[src/sqvt_pkg.sv]
// shared types, constants and trig coefficient tables for the sprite quad vertex transform
// no dependencies; imported by every module of the block

package sqvt_pkg;

    // fixed point format of positions and angle resolution
    localparam int FRAC_BITS  = 8;
    localparam int ANGLE_BITS = 16;
    localparam int QBITS      = ANGLE_BITS - 2;

    // field widths
    localparam int POS_W   = 24;
    localparam int SCALE_W = 16;
    localparam int ANGLE_W = 16;
    localparam int UV_W    = 15;
    localparam int TEX_W   = 16;
    localparam int COLOR_W = 32;

    // trig datapath widths
    localparam int T_W    = 31;
    localparam int T2_W   = 32;
    localparam int R_W    = 31;
    localparam int RND_W  = 17;
    localparam int TRIG_W = 18;

    localparam logic [30:0] ONE_Q30     = 31'h4000_0000;
    localparam logic [30:0] HALF_PI_Q30 = 31'd1686629713;

    // horner divisors and their reciprocals, floor(2^32 / k)
    localparam int SIN_STEPS = 5;
    localparam int COS_STEPS = 6;
    localparam logic [7:0] SIN_K [SIN_STEPS] = '{8'd110, 8'd72, 8'd42, 8'd20, 8'd6};
    localparam logic [7:0] COS_K [COS_STEPS] = '{8'd132, 8'd90, 8'd56, 8'd30, 8'd12, 8'd2};
    localparam logic [31:0] SIN_RECIP [SIN_STEPS] = '{
        32'((64'd1 << 32) / 64'd110), 32'((64'd1 << 32) / 64'd72),
        32'((64'd1 << 32) / 64'd42),  32'((64'd1 << 32) / 64'd20),
        32'((64'd1 << 32) / 64'd6)
    };
    localparam logic [31:0] COS_RECIP [COS_STEPS] = '{
        32'((64'd1 << 32) / 64'd132), 32'((64'd1 << 32) / 64'd90),
        32'((64'd1 << 32) / 64'd56),  32'((64'd1 << 32) / 64'd30),
        32'((64'd1 << 32) / 64'd12),  32'((64'd1 << 32) / 64'd2)
    };

    // item delay from the phase stage to the quadrant stage
    localparam int ITEM_DELAY = 2 + 3 * COS_STEPS;

    // geometry datapath widths
    localparam int LX_W    = UV_W + FRAC_BITS;
    localparam int DIFF_W  = ((LX_W > POS_W - 1) ? LX_W : POS_W - 1) + 2;
    localparam int PROD_W  = DIFF_W + SCALE_W;
    localparam int SX_W    = PROD_W - 8;
    localparam int RP_W    = SX_W + TRIG_W;
    localparam int RX_W    = RP_W + 1 - 16;

    // corner codes and emission order
    localparam logic [1:0] CORNER_TL = 2'd0;
    localparam logic [1:0] CORNER_TR = 2'd1;
    localparam logic [1:0] CORNER_BL = 2'd2;
    localparam logic [1:0] CORNER_BR = 2'd3;
    localparam int BEAT_W = 3;
    localparam logic [BEAT_W-1:0] LAST_BEAT = 3'd5;
    localparam logic [1:0] ORDER [6] = '{CORNER_TL, CORNER_TR, CORNER_BL,
                                         CORNER_TR, CORNER_BR, CORNER_BL};

    typedef struct packed {
        logic signed [POS_W-1:0]   pos_x;
        logic signed [POS_W-1:0]   pos_y;
        logic signed [POS_W-1:0]   pivot_x;
        logic signed [POS_W-1:0]   pivot_y;
        logic signed [SCALE_W-1:0] scale_x;
        logic signed [SCALE_W-1:0] scale_y;
        logic [ANGLE_W-1:0]        angle;
        logic [UV_W-1:0]           uv_x;
        logic [UV_W-1:0]           uv_y;
        logic [UV_W-1:0]           uv_width;
        logic [UV_W-1:0]           uv_height;
        logic [COLOR_W-1:0]        color;
    } item_t;

    typedef struct packed {
        logic            valid;
        logic [T_W-1:0]  t;
        logic [T2_W-1:0] t2;
    } trig_lane_t;

    typedef struct packed {
        logic [3:0][POS_W-1:0] vx;
        logic [3:0][POS_W-1:0] vy;
        logic [TEX_W-1:0]      u0;
        logic [TEX_W-1:0]      u1;
        logic [TEX_W-1:0]      v0;
        logic [TEX_W-1:0]      v1;
        logic [COLOR_W-1:0]    color;
    } quad_t;

endpackage

[src/sqvt_emit.sv]
// vertex sequencer: holds one finished quad and sends its six vertices, one beat a cycle
// depends on sqvt_pkg

module sqvt_emit (
    input  logic                                 clk,
    input  logic                                 rst_n,
    input  logic                                 in_valid,
    input  sqvt_pkg::quad_t                      in_quad,
    output logic                                 done,
    output logic signed [sqvt_pkg::POS_W-1:0]    vertex_x,
    output logic signed [sqvt_pkg::POS_W-1:0]    vertex_y,
    output logic [sqvt_pkg::TEX_W-1:0]           tex_u,
    output logic [sqvt_pkg::TEX_W-1:0]           tex_v,
    output logic [sqvt_pkg::COLOR_W-1:0]         vertex_color,
    output logic [1:0]                           corner,
    output logic                                 last
);
    import sqvt_pkg::*;

    quad_t             hold_reg;
    logic              act_reg, act_next;
    logic [BEAT_W-1:0] cnt_reg, cnt_next;
    logic [1:0]        sel;

    logic              done_reg, last_reg;
    logic [POS_W-1:0]  vx_reg, vy_reg;
    logic [TEX_W-1:0]  u_reg, v_reg;
    logic [COLOR_W-1:0] color_reg;
    logic [1:0]        corner_reg;

    always_comb
    begin
        act_next = act_reg;
        cnt_next = cnt_reg;
        if (in_valid)
        begin
            act_next = 1'b1;
            cnt_next = '0;
        end
        else if (act_reg)
        begin
            if (cnt_reg == LAST_BEAT)
            begin
                act_next = 1'b0;
            end
            else
            begin
                cnt_next = cnt_reg + BEAT_W'(1);
            end
        end
    end

    assign sel = ORDER[cnt_reg];

    always_ff @(posedge clk or negedge rst_n)
    begin
        if (!rst_n)
        begin
            act_reg  <= 1'b0;
            cnt_reg  <= '0;
            done_reg <= 1'b0;
        end
        else
        begin
            act_reg  <= act_next;
            cnt_reg  <= cnt_next;
            done_reg <= act_reg;
        end
    end

    always_ff @(posedge clk)
    begin
        if (in_valid)
        begin
            hold_reg <= in_quad;
        end
        vx_reg     <= hold_reg.vx[sel];
        vy_reg     <= hold_reg.vy[sel];
        u_reg      <= sel[0] ? hold_reg.u1 : hold_reg.u0;
        v_reg      <= sel[1] ? hold_reg.v1 : hold_reg.v0;
        color_reg  <= hold_reg.color;
        corner_reg <= sel;
        last_reg   <= act_reg && (cnt_reg == LAST_BEAT);
    end

    assign done         = done_reg;
    assign vertex_x     = vx_reg;
    assign vertex_y     = vy_reg;
    assign tex_u        = u_reg;
    assign tex_v        = v_reg;
    assign vertex_color = color_reg;
    assign corner       = corner_reg;
    assign last         = last_reg & done_reg;

`ifndef SYNTHESIS
    a_no_overrun: assert property (@(posedge clk) disable iff (!rst_n)
        in_valid |-> (!act_reg || cnt_reg == LAST_BEAT))
        else $error("quad arrived while previous quad still sending");
    a_cnt_range: assert property (@(posedge clk) disable iff (!rst_n)
        act_reg |-> (cnt_reg <= LAST_BEAT))
        else $error("beat counter out of range");
    a_last_follows: assert property (@(posedge clk) disable iff (!rst_n)
        (act_reg && cnt_reg == LAST_BEAT) |=> (done_reg && last_reg))
        else $error("sixth beat not marked last");
`endif

endmodule

[config.mk]
export PLATFORM = sky130hd
export DESIGN_NAME = sqvt_emit
export DESIGN_NICKNAME = d
export VERILOG_FILES = /design/src/sqvt_pkg.sv /design/src/sqvt_emit.sv
export SDC_FILE = /design/constraint.sdc
export NUM_CORES = 1
export LEC_CHECK = 0
export BUFFER_PORTS_ARGS = -buffer_cell sky130_fd_sc_hd__buf_2
export CAP_MARGIN = 0
export CORE_UTILIZATION = 30
export DETAILED_ROUTE_END_ITERATION = 10
export PLACE_DENSITY = 0.5
export SLEW_MARGIN = 5
export SYNTH_ARGS = -nofsm -noshare
export SYNTH_HDL_FRONTEND = slang
export SYNTH_SLANG_ARGS = --single-unit
[constraint.sdc]
create_clock -name clk -period 3.55 [get_ports clk]
set_input_delay 0.355 -clock clk [delete_from_list [all_inputs] [get_ports clk]]
set_output_delay 0.355 -clock clk [all_outputs]
set_load 0.01 [all_outputs]
; Word level (Yosys, flattened, before mapping)
; Memories as Yosys holds them, arrays and structs flattened.
; Index checks and enable logic that the tools add are counted.
[word_totals]
register_bits = 408
latch_bits = 0
mem_bits_rw = 0
mem_bits_ro = 16
inputBits = 291
output_inout_bits = 116
wordCells = 48
mem_count = 1
[classes]
n_addsub = 1
mul = 0
div = 0
order_cmp = 2
n_eq_ne = 2
n_shift = 0
n_mux = 14
bitwise = 2
n_reduce_logical = 3
[mem_list]
columns = name, words, width, read_ports, rd_clocked_by_memory_dff, write_ports, line
row1 = (name not given), 8, 2, 1, 0, 0, sqvt_emit.sv:53  ; assign sel = ORDER[cnt_reg];
[ops]
columns = operator, n
row1 = $bmux W24 S2, 2
row2 = $mux W24, 2
row3 = $mux W16, 2
row4 = $mux W3, 3
row5 = $ge A4 B4 Y1 const B, 1
row6 = $mux W2, 2
row7 = $not A3 Y4, 1
row8 = $add A3 B1 Y3 const B, 1
row9 = $eq A3 B3 Y1 const B, 1
row10 = $lt A2 B3 Y1 const B, 1
row11 = $mux W1, 3
row12 = $ne A2 B2 Y1 const B, 1
row13 = $reduce_and A2 Y1, 1
row14 = $reduce_bool A2 Y1, 1
row15 = $and A1 B1 Y1, 1
row16 = $logic_and A1 B1 Y1, 1

; Logic depth before layout (Yosys ltp)
; Gate-level depths: netlist (run 1).
[depth]
word_depth = 6
ltp_mapped = 10
depth_no_buf = 5

; Least setup slack after synthesis (run 1)
; OpenSTA, ideal clock, no wires.
[synth_timing]
path_type = register -> register
from = register cnt_reg[0]
to = register vy_reg[22] (netlist: vertex_y[22])
setup_time_ns = 0.123
arrival_time_ns = 1.759
required_time_ns = 3.427
setup_slack_ns = 1.667
path_stages_with_launch = 11
n_path_buf = 5
period_less_slack_ns = 1.883
path_cell_list = dfrtp_1 -> buf_2 -> buf_2 -> inv_1 -> ha_1 -> or2_1 -> buf_6 -> buf_6 -> buf_6 -> nand3_1 -> o211ai_2
[synth_via]
elab_chain_len = 6
[synth_lines]
columns = element, line
row1 = start: declaration, sqvt_emit.sv:22  ; logic [BEAT_W-1:0] cnt_reg, cnt_next;
row2 = start signal: assignment, sqvt_emit.sv:66  ; cnt_reg <= cnt_next;
row3 = $not A3 Y4 (implied by the code), sqvt_emit.sv:53
row4 = $mem_v2 Z8 W2, --
row5 = $mux W2 (implied by the code) (2 in a row), sqvt_emit.sv:53
row6 = $bmux W24 S2, sqvt_emit.sv:78  ; vy_reg <= hold_reg.vy[sel];
row7 = $mux W24 (implied by the code), sqvt_emit.sv:78
row8 = end signal: assignment, sqvt_emit.sv:78
row9 = end: declaration, sqvt_emit.sv:26  ; logic [POS_W-1:0] vx_reg, vy_reg;
; No other way between the ends. The select of a mux whose other input is x is not followed.
; A chain may end at the register's enable or synchronous reset.

; Worst setup path after layout (run 1)
[layout_timing]
from = register cnt_reg[0]
to = register vy_reg[3] (netlist: vertex_y[3])
; Same word-level chain as after synthesis.

==> results of run 1 <==
==> final timing paths <==
kind                             startpoint         endpoint  depth (start not counted)
max in group asynchronous             rst_n       cnt_reg[0]                          2
worst min register to register  hold_reg[0]  vertex_color[0]                          0
worst max register to register   cnt_reg[0]      vertex_y[3]                          4
worst min-delay path                  rst_n             done                          2
worst max-delay path             cnt_reg[0]      vertex_y[3]                          4
min in group clk                   in_valid     hold_reg[41]                          1
==> layout by cell type (no fill, tap or decap), types with 4 or more instances in the layout <==
| cell type | Yosys | routed |
|---|---|---|
| nand3_1 | 96 | 96 |
| edfxtp_1 | 288 | 288 |
| dlygate4sd3_1 | 0 | 289 |
| dfxtp_1 | 115 | 115 |
| o211ai_2 | 28 | 28 |
| buf_2 | 17 | 405 |
| mux2_2 | 15 | 15 |
| dfrtp_1 | 5 | 4 |
| o211ai_1 | 20 | 20 |
| clkinv_2 | 0 | 12 |
| nand2_1 | 48 | 48 |
| clkbuf_1 | 2 | 10 |
| mux2i_1 | 48 | 48 |
| buf_4 | 2 | 6 |
| clkbuf_8 | 0 | 4 |
| clkbuf_16 | 0 | 45 |
| buf_12 | 0 | 5 |
==> where the power goes <==
group          internal (mW)  leakage [nW]  switching [mW]  total [mW]
clock                   2.64         0.701            1.84        4.48
combinational          0.832          3.62           0.974        1.81
sequential              5.70          3.84           0.162        5.86
==> cell usage after synthesis <==
library cell / number / area [µm²]
nor3_1: 1 / 5.00
xnor2_1: 2 / 17.5
or2_2: 1 / 6.26
a21boi_0: 1 / 7.51
buf_2: 17 / 85.1
ha_1: 3 / 37.5
dfxtp_1: 115 / 2300
buf_4: 2 / 15.0
nand3_1: 96 / 480
mux2_2: 15 / 169
inv_2: 1 / 3.75
and4b_1: 1 / 10.0
nor2_1: 2 / 7.51
and2_1: 1 / 6.26
edfxtp_1: 288 / 8650
o211ai_2: 28 / 350
mux2_4: 1 / 15.0
a21oi_1: 1 / 5.00
a211oi_1: 1 / 7.51
clkbuf_1: 2 / 7.51
or2_1: 1 / 6.26
nand2_1: 48 / 180
inv_1: 2 / 7.51
buf_1: 4 / 15.0
o211ai_1: 20 / 150
buf_6: 13 / 146
dfrtp_1: 5 / 125
mux2i_1: 48 / 480
and3_1: 1 / 6.26
==> area by class of cell <==
cell class,instances,area (µm²),share of cell area (%)
Antenna cell,1,2.50,0.0123
Clock buffer,59,1220,6.01
Clock inverter,23,206,1.02
Multi-Input combinational cell,272,1960,9.65
Timing Repair Buffer,706,5080,25.0
Sequential cell,408,11100,54.6
Inverter,3,11.3,0.0555
Tap cell,585,732,3.61
==> kinds of logic (layout without fill, tap and decap cells) <==
group / count (synthesis) / in the layout
AO/OA/AOI/OAI: 51 / 51
XOR/XNOR: 2 / 2
adder cells (fa/ha/maj): 3 / 3
buffers and inverters: 41 / 791
flip-flops: 408 / 408
multiplexers: 64 / 64
other: 0 / 1
AND/OR/NAND/NOR: 152 / 152
==> timing repair <==
action | 4_1_cts | 5_1_grt
hold endpoints to repair | 293 | 0
hold buffers | 289 | 0
gates resized for setup | 0 | 0
setup endpoints to repair | 0 | 0
==> layer usage <==
layer  up-vias  global-route usage (%)  wire length [µm]
li1       4158                       -                 -
met2       266                    25.1             17100
met1      4101                    15.8             12800
met4         2                    5.85               970
met3        69                    4.65              2340
met5         -                       0                11
==> results.md, run 1 <==
* Ports at 407
* Critical Path Source Type: flip-flop
* CTS tree: yes
* Synth Net Count at 1015
* Placed Cells at 1685
* Buffers on Ports at 406
* Max FFs per register at 288
* Post-Synth XOR/XNOR Area at 0.132%
* Layout cells sized above 1 at 36.4%
* Setup Skew at 11.0 ps
* Peak VDD IR at 0.553 mV
* Initial Util at 30.7%
* Crit path max-delay cell type: buf_4
* CTS root buf: clkbuf_16
* Core Region at 43400 µm²
* Synth Area in Simple Gates at 5.32%
* Largest net degree at the start of global routing at 98
* Post-CTS setup repair buffer count at 0
* Vias per cell at 4.18
* CP peak stage delay at 740 ps
* Cells after Synth at 721
* # DRC at 0
* Initial antenna violation count at 1
* Syn Area/Cell at 18.5 µm²
* Drt first pass iters at 4
* Drt total wl at 33200 µm
* Filler Cell Count at 3868
* Initial DRC Count at 286
* Worst Path Buf+Inv at 1
* Final Hold Viols at 0
* Drt wl/cell at 16.1 µm
* Antenna Nets Post-Route at 0
* Dpl ws at 1450 ps
* Post-synthesis adder-cell area fraction at 0.282%
* Synth cell types at 29
* # setup viols final at 0
* # Max-Cap Violations at 0
* Crit path max-delay family: buffers and inverters
* Setup ws final at 1490 ps
* Total CTS buffers at 44
* Pwr Total at 12.1 mW
* Crit Path Max Fanout at 64
* Status: finished clean
* Vias in the first global route at 9192
* Leakage power at 8.17 nW
* Tcrit/Tclk final at 57.9%
* Row cnt at 76
* Finished Cell Area at 20300 µm²
* Clock transition at path regs at 60 ps
* Layout net count at 1729
* Fin util at 46.8%
* Die X-Extent at 213 µm
* Kind of critical path: reg -> reg
* CTS Sinks at 408
* Worst-Margin Slew at 913 ps
* Largest family of logic cells by synthesized area: simple AND/OR/NAND/NOR gates
* Final Instance Count excl. Fillers at 2057
* Max Clk Rate at 486 MHz
* Die height at 213 µm
* Area grow syn2layout at 52.5%
* Mapped cell area at 13300 µm²
* First-pass GRT wire length at 49300 µm
* Seq/Total Area, Yosys at 83.3%
* Worst-skew pair later-pin latency at 560 ps
* GRT Total Usage at 14.3%
* Worst path arrival time at 2520 ps
* CTS max path bufs at 3
* RSZ-0062 raised after global routing: no
* Minimum clock period at 2060 ps
* CP Data Required Time at 4020 ps
* H-tree depth at 2
* Via count at 8596
* Worst Setup End Kind: flip-flop
* Worst relative slew slack at 39.1%
* Pwr/cell area at 599 nW/µm²
* Synth Warn # at 0
* DP Wirelength at 20200 µm
* DIE AREA at 45200 µm²
* Fin. max-slew vios at 0
* Grt total ovfl at 0
* Total Neg Setup Slack at 0 ps
* Cells along the critical path: xnor2_2, buf_4, nand3_1, o211ai_1
* Hold_ws at 177 ps
* Worst hold path class: in -> async
* Dpl cell area at 16000 µm²
* GPL Wtd Cong at 0.741
* Post-synthesis compound-gate area fraction at 3.91%
* Synth Register Bits at 408
* R2R Setup Slk at 1490 ps
* Post-synthesis mux area share at 4.99%
Power figures use the tool's default switching activity.
==> run 2: changes to the inputs <==
Settings changed: PLACE_DENSITY 0.5 to 0.52.
Clock period 3.55 ns to 1.8 ns, I/O delays scaled along.
==> run 2 against run 1 <==
Effect of this change:
- count of clock-buffer cells in the layout is 7 higher
- non-clock buffer count is 21 higher
- sequential share of layout area down 0.69 points
- die area stayed put
- final cell count is 1.0% higher
- critical path depth rose by 1
- first-iteration DRC count increased by 36%
- largest power group unchanged
- highest routed layer is now met4
==> results.md, run 2 (synthesized netlist as in run 1, its figures left out) <==
* CTS root buf: clkbuf_16
* First-pass GRT wire length at 50200 µm
* Die X-Extent at 213 µm
* DP Wirelength at 21200 µm
* Initial DRC Count at 389
* Tcrit/Tclk final at 92.7%
* Hold Path Depth at 1
* Drt first pass iters at 5
* Row cnt at 76
* Commonest non-fill, non-tap cell in the layout: buf_2
* Worst relative slew slack at 60.1%
* Hold_ws at 55.0 ps
* Critical Path Source Type: flip-flop
* GPL Wtd Cong at 0.752
* CTS max path bufs at 3
* H-tree depth at 2
* Kind of critical path: reg -> reg
* Die height at 213 µm
* Total Neg Setup Slack at 0 ps
* Layout net count at 1750
* R2R Setup Slk at 130 ps
* Worst setup path startpoint: cnt_reg[0]
* Max Clk Rate at 600 MHz
* Minimum clock period at 1670 ps
* Drt total wl at 34200 µm
* Final Hold Viols at 0
* Initial Util at 30.7%
* Crit Path Max Fanout at 27
* Worst-Margin Slew at 598 ps
* Leakage power at 8.31 nW
* Worst hold path class: in -> reg
* Total CTS buffers at 44
* Vias per cell at 4.22
* DIE AREA at 45200 µm²
* CP Data Required Time at 2250 ps
* Ports at 407
* Worst path arrival time at 2110 ps
* Initial antenna violation count at 1
* Peak VDD IR at 1.04 mV
* # setup viols final at 0
* Max FFs per register at 288
* Hold EP: hold_reg[53]
* Fin. max-slew vios at 0
* Commonest non-fill, non-tap cells in the layout: 405 x buf_2, 290 x dlygate4sd3_1, 288 x edfxtp_1
* Clock transition at path regs at 60 ps
* Layout cells sized above 1 at 37.2%
* Reg2reg start: cnt_reg[0]
* Grt total ovfl at 0
* Drt wl/cell at 16.5 µm
* Min-Delay Startpoint: in_valid
* Pwr/cell area at 1170 nW/µm²
* # Max-Cap Violations at 0
* Vias in the first global route at 9444
* Antenna Nets Post-Route at 0
* CTS Sinks at 408
* Via count at 8771
* Buffers on Ports at 406
* GRT Total Usage at 14.7%
* Setup Skew at 12.7 ps
* Reg2Reg Depth at 5
* CTS tree: yes
* Worst-skew pair later-pin latency at 560 ps
* FF-to-FF End: tex_v[9]
* RSZ-0062 raised after global routing: no
* Largest net degree at the start of global routing at 54
* # DRC at 0
* Status: finished clean
* Core Region at 43400 µm²
* Area grow syn2layout at 54.5%
* Worst Setup End Kind: flip-flop
run 2: changes by cell type in the layout (fill, tap and decap cells not counted), sizes merged:
| cell | previous run | this run |
|---|---|---|
| bufinv | 3 | 0 |
| inv | 5 | 6 |
| dlygate4sd3 | 289 | 290 |
| clkbuf | 59 | 67 |
| clkinvlp | 3 | 2 |
| diode | 1 | 2 |
| buf | 417 | 436 |
| clkinv | 15 | 10 |
run 2: worst max path at each step:
stage | to | slack [ps] | cells past startpoint
floorplan | vertex_y[22] | 20 | 10
global placement | tex_v[2] | 80 | 5
detailed placement | tex_v[7] | 70 | 5
CTS | tex_v[7] | 60 | 5
global route | tex_v[9] | 40 | 5
finish | tex_v[9] | 130 | 5
run 2: layout make-up:
class | instances | area [µm²]
Clock inverter | 15 | 95.1
Inverter | 3 | 11.3
Sequential cell | 408 | 11100
Antenna cell | 2 | 5.00
Fill cell | 3770 | 22800
Multi-Input combinational cell | 272 | 1960
Clock buffer | 66 | 1320
Timing Repair Buffer | 727 | 5350
Tap cell | 585 | 732
run 2: per-stage QoR:
| stage | total power, mW | setup WS [ps] | util (%) | std cells | cell area, µm² |
|---|---|---|---|---|---|
| 3_3_place_gp | 14.9 | 79.5 | 37.4 | 1704 | 16200 |
| 4_1_cts | 24.3 | 59.4 | 47.3 | 2075 | 20500 |
| 5_1_grt | 25.1 | 37.6 | 47.4 | 2077 | 20500 |
| 3_5_place_dp | 15.0 | 71.2 | 37.4 | 1704 | 16200 |
| 2_1_floorplan | 13.4 | 24.9 | - | 721 | 13300 |
| 6_report | 24.0 | 132 | 47.4 | 2078 | 20500 |
run 2: power breakdown:
part / leakage (nW) / internal [mW] / switching (mW)
clock: 0.695 / 5.07 / 3.61
combinational: 3.77 / 1.77 / 1.99
sequential: 3.84 / 11.2 / 0.290
total: 8.31 / 18.1 / 5.89
run 2: per-layer routing:
layer / global-route usage [%] / wire length (µm)
met1: 15.8 / 13000
met3: 4.24 / 2380
met2: 26.4 / 17900
met5: 0 / 0
met4: 6.67 / 925
run 2: critical path, stage by stage (launching register included):
cell	delay, ps
dfrtp_4	500
inv_1	70
ha_1	140
or2_4	230
buf_16	230
mux2_2	360
run 2: timing repair:
item / CTS / global route
setup buffers: 0 / 0
resized for setup: 0 / 1
endpoints found under the setup margin: 0 / 8
hold buffers: 290 / 0
endpoints found under the hold margin: 293 / 0
==> run 3: changes to the inputs <==
Settings changed: ABC_AREA set to 1.
==> run 3 against run 2 <==
Effect of this change:
- first-iteration DRC count is 22% higher
- wire length is 15% higher
- synthesized cell count is 48% higher
- largest power group unchanged
- largest cell class unchanged
- worst setup slack better by 58 ps
- highest routed layer unchanged
- combinational power hardly changed
==> results.md, run 3 <==
* Initial antenna violation count at 1
* Worst setup path startpoint: cnt_reg[0]
* Layout cells sized above 1 at 28.6%
* Number of diodes at 0
* Dominant synthesized flop cell: edfxtp_1
* Initial DRC Count at 474
* PostCTS Resize Cnt at 0
* Total CTS buffers at 44
* Worst Path Buf+Inv at 2
* Post-synthesis mux area share at 0%
* Area grow syn2layout at 53.0%
* CTS max path bufs at 3
* Layout net count at 2093
* Pwr/cell area at 1150 nW/µm²
* Buffers on Ports at 406
* Kind of critical path: reg -> reg
* Setup ws final at 190 ps
* GPL Wtd Cong at 0.830
* Die height at 219 µm
* Synth Area in Simple Gates at 15.0%
* Crit path max-delay cell type: dfrtp_1
* Die X-Extent at 219 µm
* Ys async rst share at 1.23%
* Status: finished clean
* Mapped cell area at 14100 µm²
* CP Data Required Time at 2290 ps
* First-pass GRT wire length at 58600 µm
* Crit path max-delay family: flip-flops
* CTS tree: yes
* CP peak stage delay at 470 ps
* Clock transition at path regs at 60 ps
* Clock Power Share at 38.3%
* Number of enable flip-flop cells after synthesis at 288
* Row cnt at 79
* Vias in the first global route at 10900
* Largest net degree at the start of global routing at 55
* Reg2reg start: cnt_reg[0]
* Largest family of logic cells by synthesized area: simple AND/OR/NAND/NOR gates
* Cells after Synth at 1067
* DIE AREA at 47900 µm²
* Leakage power at 9.65 nW
* Dpl ws at 179 ps
* CTS Sinks at 408
* Via count at 10400
* Minimum clock period at 1610 ps
* FF-to-FF End: vertex_x[20]
* Placed Cells at 2069
* Comb pwr share at 15.2%
* Final Hold Viols at 0
* R2R Setup Slk at 190 ps
* Post-synthesis compound-gate area fraction at 0.0797%
* Crit path to: vertex_x[20]
* Post-Synth XOR/XNOR Area at 0.0620%
* Commonest cells in the netlist: 288 x edfxtp_1, 199 x nand2_1, 196 x nand3_1, 149 x inv_1, 115 x dfxtp_1
* # setup viols final at 0
* Seq/Total Area, Yosys at 78.4%
* Sw Pwr at 6.07 mW
* Drt total wl at 39200 µm
* Synth area leader: edfxtp_1
* Grt total ovfl at 0
* Synth Register Bits at 408
* Switching Fraction at 24.5%
* Cells along the critical path: inv_2, ha_1, nor2_4, buf_4, nand3_1, nand2_1
* Vias per cell at 4.24
* Worst-skew pair later-pin latency at 550 ps
* Post-CTS Hold Fix Bufs at 291
* Setup Skew at 12.7 ps
* Post-CTS setup repair buffer count at 0
* Worst relative slew slack at 76.1%
* Min-Delay Startpoint: in_quad[14]
* Commonest non-fill, non-tap cells in the layout: 405 x buf_2, 291 x dlygate4sd3_1, 288 x edfxtp_1
* Crit Path Max Fanout at 20
* Synth Warn # at 0
* H-tree depth at 2
* Worst hold path class: in -> reg
* Drt wl/cell at 16.0 µm
* Synth cell types at 18
* Worst Setup End Kind: flip-flop
* # DRC at 0
* Syn Area/Cell at 13.2 µm²
* Tcrit/Tclk final at 89.4%
* Initial Util at 30.4%
* Antenna Nets Post-Route at 0
* # Max-Cap Violations at 0
* Hold_ws at 316 ps
* Worst path arrival time at 2100 ps
* Max FFs per register at 288
* Commonest non-fill, non-tap cell in the layout: buf_2
* Fin. max-slew vios at 0
* Post-synthesis adder-cell area fraction at 0.266%
* Synth Net Count at 1361
* Max Clk Rate at 621 MHz
* Levels on crit path at 6
* RSZ-0062 raised after global routing: no
* Sequential share of power at 46.5%
* Pint at 18.7 mW
* Most frequent cell after synthesis: edfxtp_1
* Peak VDD IR at 1.11 mV
* Ports at 407
* Reg2Reg Depth at 6
* Critical Path Source Type: flip-flop
* CTS root buf: clkbuf_16
* Core Region at 46500 µm²
* Final Instance Count excl. Fillers at 2442
* Worst-Margin Slew at 359 ps
* DP Wirelength at 25500 µm
* Synth area leaders: edfxtp_1 61%, dfxtp_1 16%, nand3_1 6.9%
* Drt first pass iters at 5
* GRT Total Usage at 16.1%
* Total Neg Setup Slack at 0 ps
* Share of the synthesized area in the top cell type at 61.2%
## run 3: cell count changes after synthesis, sizes merged, moves of 2 or more
| cell | delta |
|---|---|
| nand2 | +154 |
| inv | +149 |
| nand3 | +100 |
| mux2i | -48 |
| nand3b | +48 |
| o211ai | -48 |
| mux2 | -16 |
| buf | +11 |
| clkbuf | +4 |
| or2 | -2 |
| xnor2 | -2 |
## run 3: how the worst min path moves through the flow
stage                        end  cells past startpoint
finish              hold_reg[14]                      2
global route         hold_reg[7]                      2
CTS                 hold_reg[59]                      2
detailed placement       act_reg                      1
global placement      cnt_reg[2]                      1
floorplan                act_reg                      0
## run 3: stage by stage
step / utilization [%] / instance area (µm²) / power, mW
CTS: 46.5 / 21600 / 25.1
floorplan: - / 14100 / 13.2
detailed placement: 36.9 / 17200 / 15.0
finish: 46.5 / 21600 / 24.8
global placement: 36.9 / 17200 / 15.0
global route: 46.5 / 21600 / 25.9
## run 3: cell families (layout without fill, tap and decap cells)
kind of cell             after synthesis  count (layout)
AND/OR/NAND/NOR                      448             448
AO/OA/AOI/OAI                          2               2
buffers and inverters                205             973
adder cells (fa/ha/maj)                3               3
XOR/XNOR                               1               1
flip-flops                           408             408
## run 3: metal layers
metal	routed length, µm	up-vias	global-route usage [%]
li1	-	5060	-
met1	15900	4915	18.9
met2	20100	306	28.5
met3	2060	79	3.49
met4	1140	0	6.48
met5	0	-	0
## run 3: power by group through the flow
stage                     combinational, mW  sequential, mW  clock [mW]
after floorplan                        1.28            12.0           0
after global placement                 3.24            11.7           0
after detailed placement               3.28            11.7           0
after CTS                              3.80            11.5        9.72
after global routing                   4.17            11.6        10.1
final                                  3.76            11.5        9.49
## run 3: area by class of cell
class,instances,area (µm²)
fillers,4182,24800
flip-flops and latches,408,11100
repair buffers,739,5470
multi-input cells,454,2200
clock buffers,61,1230
well taps,607,759
inverters,152,572
clock inverters,21,308
